File: src/hdl/efu_pkg.sv
// package for the encoder feedback unwrap and filter unit
// holds the request and result types, register codes, encoder constants and filter step
// no dependencies
package efu_pkg;

  // encoder geometry
  localparam int unsigned ENCODER_COUNTS = 8192;
  localparam int unsigned ANGLE_W        = $clog2(ENCODER_COUNTS);
  localparam int unsigned DEG_W          = 17;
  localparam int unsigned DEG_SCALE      = 360 * 256;

  // configuration registers
  localparam int unsigned CFG_INDEX_W = 1;
  localparam int unsigned CFG_DATA_W  = 16;
  localparam logic [CFG_INDEX_W-1:0] CFG_SPEED_ALPHA   = 1'd0;
  localparam logic [CFG_INDEX_W-1:0] CFG_CURRENT_ALPHA = 1'd1;
  localparam logic [CFG_DATA_W-1:0]  ALPHA_RESET       = 16'd6554;

  // one feedback frame
  typedef struct packed {
    logic [7:0] angle_high_byte;
    logic [7:0] angle_low_byte;
    logic [7:0] speed_high_byte;
    logic [7:0] speed_low_byte;
    logic [7:0] current_high_byte;
    logic [7:0] current_low_byte;
    logic [7:0] temperature_byte;
  } efu_in_t;

  // one decoded and filtered result
  typedef struct packed {
    logic        [ANGLE_W-1:0] angle_counts;
    logic        [DEG_W-1:0]   angle_degrees_q8;
    logic signed [15:0]        speed_value;
    logic signed [15:0]        current_value;
    logic        [7:0]         temperature;
    logic signed [31:0]        total_angle_counts;
    logic signed [31:0]        speed_filtered_q16;
    logic signed [31:0]        current_filtered_q16;
  } efu_out_t;

  // first-order low-pass step y + floor(alpha * (x - y) / 2^16), x in Q16
  function automatic logic signed [31:0] lowpass_step(
    input logic signed [31:0] y,
    input logic signed [15:0] x_raw,
    input logic        [15:0] alpha
  );
    logic signed [31:0] x_q16;
    logic signed [32:0] diff;
    logic signed [49:0] prod;
    logic signed [33:0] sum;
    x_q16 = {x_raw, 16'h0000};
    diff  = {x_q16[31], x_q16} - {y[31], y};
    prod  = 50'($signed({1'b0, alpha})) * 50'(diff);
    sum   = {{2{y[31]}}, y} + prod[49:16];
    return sum[31:0];
  endfunction

endpackage

File: src/hdl/efu_stream_if.sv
// valid/ready stream channel carrying one request per handshake
// payload type is set per instance, no package dependency
interface efu_stream_if #(
  parameter type payload_t = logic
);
  logic     valid;
  logic     ready;
  payload_t payload;

  modport source (output valid, output payload, input ready);
  modport sink   (input valid, input payload, output ready);
endinterface

File: src/hdl/encoder_feedback_unwrap_filter_unit.sv
// encoder feedback unwrap and filter unit: a request passes the input register, then the
// result register; throughput one request per cycle while the result side is not stalled,
// with the turn count and both low-pass filters updated once per request
// reset clears angle, turn count, filter state and both valid flags; alphas reset to 6554
// depends on efu_pkg and efu_stream_if
module encoder_feedback_unwrap_filter_unit (
  input  logic                             clk_i,
  input  logic                             rst_ni,
  efu_stream_if.sink                       in_i,
  efu_stream_if.source                     out_o,
  input  logic                             cfg_we_i,
  input  logic [efu_pkg::CFG_INDEX_W-1:0]  cfg_index_i,
  input  logic [efu_pkg::CFG_DATA_W-1:0]   cfg_data_i
);

  localparam int unsigned AW = efu_pkg::ANGLE_W;
  localparam logic [15:0] ANGLE_MAX = 16'(efu_pkg::ENCODER_COUNTS - 1);
  localparam logic signed [AW:0] HALF_TURN = (AW+1)'(efu_pkg::ENCODER_COUNTS / 2);
  localparam logic signed [32:0] FULL_TURN = 33'(efu_pkg::ENCODER_COUNTS);
  localparam logic [16:0] DEG_SCALE = 17'(efu_pkg::DEG_SCALE);
  localparam logic signed [31:0] TOTAL_MAX = 32'sh7FFF_FFFF;
  localparam logic signed [31:0] TOTAL_MIN = 32'sh8000_0000;

  logic              [15:0] speed_alpha_q, current_alpha_q;
  efu_pkg::efu_in_t         in_q;
  logic                     in_valid_q;
  efu_pkg::efu_out_t        out_q, out_d;
  logic                     out_valid_q;
  logic              [AW-1:0] prev_angle_q;
  logic signed       [31:0] turn_acc_q, turn_acc_d;
  logic signed       [31:0] speed_y_q, current_y_q;
  logic                     advance;

  logic [15:0]        angle_word;
  logic [AW-1:0]      angle;
  logic [AW+16:0]     deg_full;
  logic signed [AW:0] delta_raw;
  logic signed [32:0] delta;
  logic signed [32:0] total;

  // handshake: result register frees when empty or taken
  assign advance     = !out_valid_q || out_o.ready;
  assign in_i.ready  = !in_valid_q || advance;
  assign out_o.valid = out_valid_q;
  assign out_o.payload = out_q;

  // configuration writes
  always_ff @(posedge clk_i or negedge rst_ni) begin
    if (!rst_ni) begin
      speed_alpha_q   <= efu_pkg::ALPHA_RESET;
      current_alpha_q <= efu_pkg::ALPHA_RESET;
    end else if (cfg_we_i) begin
      unique case (cfg_index_i)
        efu_pkg::CFG_SPEED_ALPHA:   speed_alpha_q   <= cfg_data_i;
        efu_pkg::CFG_CURRENT_ALPHA: current_alpha_q <= cfg_data_i;
        default: ;
      endcase
    end
  end

  // input register
  always_ff @(posedge clk_i or negedge rst_ni) begin
    if (!rst_ni) begin
      in_valid_q <= 1'b0;
    end else if (in_i.ready) begin
      in_valid_q <= in_i.valid;
    end
  end

  always_ff @(posedge clk_i) begin
    if (in_i.valid && in_i.ready) begin
      in_q <= in_i.payload;
    end
  end

  // decode, clamp and convert angle
  always_comb begin
    angle_word = {in_q.angle_high_byte, in_q.angle_low_byte};
    angle      = (angle_word > ANGLE_MAX) ? ANGLE_MAX[AW-1:0] : angle_word[AW-1:0];
    deg_full   = {17'd0, angle} * {{AW{1'b0}}, DEG_SCALE};
  end

  // half-turn unwrap and saturating turn count
  always_comb begin
    delta_raw = $signed({1'b0, angle}) - $signed({1'b0, prev_angle_q});
    delta     = {{(32-AW){delta_raw[AW]}}, delta_raw};
    if (delta_raw < -HALF_TURN) begin
      delta = delta + FULL_TURN;
    end else if (delta_raw > HALF_TURN) begin
      delta = delta - FULL_TURN;
    end
    total = {turn_acc_q[31], turn_acc_q} + delta;
    if (total[32] != total[31]) begin
      turn_acc_d = total[32] ? TOTAL_MIN : TOTAL_MAX;
    end else begin
      turn_acc_d = total[31:0];
    end
  end

  // result assembly
  always_comb begin
    out_d.angle_counts         = angle;
    out_d.angle_degrees_q8     = deg_full[AW +: efu_pkg::DEG_W];
    out_d.speed_value          = $signed({in_q.speed_high_byte, in_q.speed_low_byte});
    out_d.current_value        = $signed({in_q.current_high_byte, in_q.current_low_byte});
    out_d.temperature          = in_q.temperature_byte;
    out_d.total_angle_counts   = turn_acc_d;
    out_d.speed_filtered_q16   = efu_pkg::lowpass_step(speed_y_q, out_d.speed_value,
                                                       speed_alpha_q);
    out_d.current_filtered_q16 = efu_pkg::lowpass_step(current_y_q, out_d.current_value,
                                                       current_alpha_q);
  end

  // unwrap and filter state, updated once per request
  always_ff @(posedge clk_i or negedge rst_ni) begin
    if (!rst_ni) begin
      prev_angle_q <= '0;
      turn_acc_q   <= '0;
      speed_y_q    <= '0;
      current_y_q  <= '0;
      out_valid_q  <= 1'b0;
    end else if (advance) begin
      out_valid_q <= in_valid_q;
      if (in_valid_q) begin
        prev_angle_q <= angle;
        turn_acc_q   <= turn_acc_d;
        speed_y_q    <= out_d.speed_filtered_q16;
        current_y_q  <= out_d.current_filtered_q16;
      end
    end
  end

  // result register
  always_ff @(posedge clk_i) begin
    if (advance && in_valid_q) begin
      out_q <= out_d;
    end
  end

`ifndef NO_ASSERTIONS
  // a request in the input register moves on whenever the result side frees
  a_request_moves: assert property (@(posedge clk_i) disable iff (!rst_ni)
    in_valid_q && advance |=> out_valid_q)
    else $error("request lost between input and result register");

  // an empty result register never blocks the input
  a_ready_when_empty: assert property (@(posedge clk_i) disable iff (!rst_ni)
    !out_valid_q |-> in_i.ready)
    else $error("input stalled with empty result register");

  // the stored previous angle is the one last delivered
  a_prev_matches: assert property (@(posedge clk_i) disable iff (!rst_ni)
    out_valid_q |-> prev_angle_q == out_q.angle_counts)
    else $error("previous angle out of step with result");

  // the turn count state follows the delivered total
  a_total_matches: assert property (@(posedge clk_i) disable iff (!rst_ni)
    out_valid_q |-> turn_acc_q == out_q.total_angle_counts)
    else $error("turn count out of step with result");
`endif

endmodule

File: src/flat_wrapper.sv
// flat-port wrapper written by rule: the top's interface ports become plain ports
module encoder_feedback_unwrap_filter_unit_flat 
  (clk_i, rst_ni, cfg_we_i, cfg_index_i, cfg_data_i, in_i_valid, in_i_payload, in_i_ready, out_o_valid, out_o_payload, out_o_ready);
  efu_stream_if #(.payload_t(efu_pkg::efu_in_t)) in_i_i ();
  efu_stream_if #(.payload_t(efu_pkg::efu_out_t)) out_o_i ();
  input  logic clk_i;
  input  logic rst_ni;
  input  logic cfg_we_i;
  input  logic [efu_pkg::CFG_INDEX_W-1:0] cfg_index_i;
  input  logic [efu_pkg::CFG_DATA_W-1:0] cfg_data_i;
  input wire logic [$bits(in_i_i.valid)-1:0] in_i_valid;
  input wire logic [$bits(in_i_i.payload)-1:0] in_i_payload;
  output wire logic [$bits(in_i_i.ready)-1:0] in_i_ready;
  output wire logic [$bits(out_o_i.valid)-1:0] out_o_valid;
  output wire logic [$bits(out_o_i.payload)-1:0] out_o_payload;
  input wire logic [$bits(out_o_i.ready)-1:0] out_o_ready;
  assign in_i_i.valid = in_i_valid;
  assign in_i_i.payload = in_i_payload;
  assign in_i_ready = in_i_i.ready;
  assign out_o_valid = out_o_i.valid;
  assign out_o_payload = out_o_i.payload;
  assign out_o_i.ready = out_o_ready;
  encoder_feedback_unwrap_filter_unit u_core (.clk_i(clk_i), .rst_ni(rst_ni), .in_i(in_i_i), .out_o(out_o_i), .cfg_we_i(cfg_we_i), .cfg_index_i(cfg_index_i), .cfg_data_i(cfg_data_i));
endmodule
File: config.mk
export PLATFORM = sky130hd
export DESIGN_NAME = encoder_feedback_unwrap_filter_unit_flat
export DESIGN_NICKNAME = d
export VERILOG_FILES = /design/src/hdl/efu_pkg.sv /design/src/hdl/efu_stream_if.sv /design/src/hdl/encoder_feedback_unwrap_filter_unit.sv /design/src/flat_wrapper.sv
export SDC_FILE = /design/constraint.sdc
export NUM_CORES = 2
export LEC_CHECK = 0
export ABC_CLOCK_PERIOD_IN_PS = 21600
export BUFFER_PORTS_ARGS = -buffer_cell sky130_fd_sc_hd__buf_2
export CAP_MARGIN = 20
export CELL_PAD_IN_SITES_DETAIL_PLACEMENT = 1
export CELL_PAD_IN_SITES_GLOBAL_PLACEMENT = 2
export CORE_UTILIZATION = 35
export DETAILED_ROUTE_END_ITERATION = 6
export GPL_TIMING_DRIVEN = 0
export PLACE_DENSITY = 0.7
export SKIP_CTS_REPAIR_TIMING = 1
export SYNTH_ARGS = -nofsm -noshare
export SYNTH_HDL_FRONTEND = slang
export SYNTH_SLANG_ARGS = --single-unit
File: constraint.sdc
create_clock -name clk_i -period 21.6 [get_ports clk_i]
set_input_delay 2.16 -clock clk_i [delete_from_list [all_inputs] [get_ports clk_i]]
set_output_delay 2.16 -clock clk_i [all_outputs]
set_load 0.02 [all_outputs]
==> impl_results.md <==
- Critical path class: reg2reg
- Worst clock skew: 0.0639 ns
- Gpl congestion: 0.880
- Area growth, synth to finish: 10.5%
- Post-synth ARST share: 39.2%
- Max Cap Viol: 0
- Synthesized flop and latch total: 365
- First-pass GRT wire length: 293000 µm
- Final Hold Vio Count: 0
- Most common cell after layout, fill and taps aside: inv_1
- Crit end category: flip-flop
- Min Tclk post-route: 13.73 ns
- CP arrival: 14.23 ns
- Num rows: 146
- WP data required: 22.10 ns
- Crit Path Max Fanout: 10
- Post-synth cell types: 81
- Most frequent cells in the layout: 1289 x inv_1, 1002 x fa_1, 831 x nand2_1
- Clock-pin transition on the worst setup and hold timing paths: 0.06 ns
- Final Max Tran Viols: 0
- Initial antenna violation count: 11
- Layout Nets: 7646
- Vias in the first global route: 46000
- Antenna violation net count after detailed routing: 0
- Total grt overflow: 0
- Total core area: 0.158 mm²
- CTS Buf Count: 48
- Final setup TNS: 0 ns
- Max-slew headroom: 21.6%
- Clk sinks: 365
- Layout cell share with drive strength beyond 1: 7.78%
- Synth Warn #: 0
- Post-synth EDFFs: 222
- Worst skew pair latency: 0.67 ns
- Starting Density: 35.2%
- Status: finished clean
- H-tree level count: 2
- DRT Pass-1 Iters: 5
- Reg area: 0.0103 mm²
- Multi-input gate area: 0.0398 mm²
- Largest net degree at the start of global routing: 83
- Total global routing track utilization: 24.2%
- Crit share post-route: 63.6%
- RSZ-0062 raised after global routing: false
- Main flop type after synthesis: edfxtp_1
- Sequential area share after synthesis: 18.4%
- Post-Synthesis Cells: 5844
- Final WL: 191000 µm
- Remaining DRCs: 0
- Setup crit start kind: flip-flop
- Syn_area_per_cell: 9.54 µm²
- CTS Buffer Depth: 3
- Most Frequent Cell on Critical Path: fa_1
- Root buffer cell: clkbuf_16
- Die Width: 401 µm
- Dpl hpwl: 161000 µm
- Setup Viol. Count Final: 0
- Iter 0 DRT Violations: 2086
- CTS tree: yes
- Mapped Nets: 7332
- Hold WC Path Type: reg2reg
- Max incr delay on CP: 0.74 ns
- WL per Instance: 23.0 µm
- Die height: 401 µm
- FMAX: 72.8 MHz
- Worst-margin pin slew: 1.18 ns
- Via count: 41300
- Crit-path slowest cell: nor4_2
- Fill cells: 18200
- Via density: 4.99
- Smallest hold slack: 0.420 ns
- Mapped Area: 0.0557 mm²
- DIE AREA: 0.161 mm²
- # IOs: 246
- IO Port Bufs: 245
==> sequential cells by signal, summed over array words and instances, names as in the netlist <==
| name | count |
|---|---|
| u_core.out_o.payload | 166 |
| u_core.in_q | 40 |
| u_core.current_y_q | 32 |
| u_core.speed_y_q | 32 |
| u_core.turn_acc_q | 32 |
| u_core.angle_word | 16 |
| u_core.current_alpha_q | 16 |
| u_core.speed_alpha_q | 16 |
| u_core.prev_angle_q | 13 |
| u_core.in_valid_q | 1 |
| u_core.out_o.valid | 1 |
==> stage by stage <==
| step | util (%) | setup WS, ns | cells | area [µm²] |
|---|---|---|---|---|
| final | 38.9 | 7.87 | 8279 | 61600 |
| after global routing | 38.9 | 7.07 | 8271 | 61600 |
| after CTS | 38.9 | 7.85 | 8268 | 61600 |
| after detailed placement | 37.8 | 7.96 | 8178 | 59900 |
| after global placement | 37.6 | 6.65 | 8161 | 59600 |
| after floorplan | - | 10.90 | 5844 | 55700 |
==> final cells by class <==
cell class | instances | share of cell area, %
inverters | 1289 | 7.85
well taps | 2072 | 4.21
plain buffers | 208 | 1.34
repair buffers | 264 | 2.47
clock buffers | 61 | 2.13
diodes | 9 | 0.0366
clock inverters | 29 | 0.638
multi-input cells | 3982 | 64.7
flip-flops and latches | 365 | 16.7
==> routing by layer <==
metal	GRT usage, %	share of wire, %	up-vias
li1	-	-	18500
met3	3.43	5.4	181
met1	34.6	46	21700
met5	0	0	-
met2	39.2	46	877
met4	4.77	2.2	0
==> critical path, delay by kind of cell (launching register included) <==
kind	cells	cell delay (ns)
XOR/XNOR	3	1.01
buffers and inverters	5	1.06
adder cells (fa/ha/maj)	8	3.79
AND/OR/NAND/NOR	8	2.40
flip-flops	1	0.50
multiplexers	1	0.27
AO/OA/AOI/OAI	17	4.49
==> cell families after synthesis <==
kind of cell	count (synthesis)	share of synthesized area [%]
XOR/XNOR	243	3.86
flip-flops	365	18.4
buffers and inverters	1497	10.1
AND/OR/NAND/NOR	1650	14.0
multiplexers	63	1.27
AO/OA/AOI/OAI	616	7.14
adder cells (fa/ha/maj)	1410	45.1
==> synthesized netlist by cell type, types with 7 or more instances <==
library cell | number | area (µm²)
a2111oi_0 | 7 | 61.3
a211oi_1 | 15 | 113
a21boi_0 | 14 | 105
a21o_1 | 91 | 683
a21oi_1 | 176 | 881
a31oi_1 | 23 | 144
and2_1 | 435 | 2720
and3_1 | 29 | 181
buf_2 | 8 | 40.0
clkbuf_1 | 194 | 728
dfrtp_1 | 129 | 3230
dfstp_2 | 14 | 368
edfxtp_1 | 222 | 6670
fa_1 | 1002 | 20100
ha_1 | 408 | 5100
inv_1 | 1289 | 4840
mux2_2 | 60 | 676
nand2_1 | 831 | 3120
nand2b_1 | 30 | 188
nand3_1 | 30 | 150
nand4_1 | 18 | 113
nor2_1 | 154 | 578
nor2b_1 | 28 | 175
nor3_1 | 42 | 210
nor4_1 | 9 | 56.3
o211ai_1 | 11 | 82.6
o21a_1 | 31 | 233
o21ai_0 | 137 | 686
o21ai_2 | 9 | 78.8
o21bai_1 | 28 | 210
o31a_1 | 7 | 61.3
or3_1 | 15 | 93.8
or4_1 | 10 | 75.1
xnor2_1 | 180 | 1580
xor2_1 | 61 | 534
==> final timing paths <==
| kind | startpoint | end | slack [ns] | cells after the start |
|---|---|---|---|---|
| max | u_core.speed_y_q[2] | u_core.speed_y_q[31] | 7.87 | 42 |
| min | u_core.in_q[7] | u_core.out_o.payload[103] | 0.42 | 0 |
| max reg2reg | u_core.speed_y_q[2] | u_core.speed_y_q[31] | 7.87 | 42 |
| min reg2reg | u_core.in_q[7] | u_core.out_o.payload[103] | 0.42 | 0 |
| max in group asynchronous | rst_ni | u_core.speed_alpha_q[5] | 19.05 | 2 |
| min in group asynchronous | rst_ni | u_core.turn_acc_q[5] | 1.49 | 1 |
Power is not shown: default switching activity piles up to over one toggle a cycle in this logic, so the estimate is an artifact.
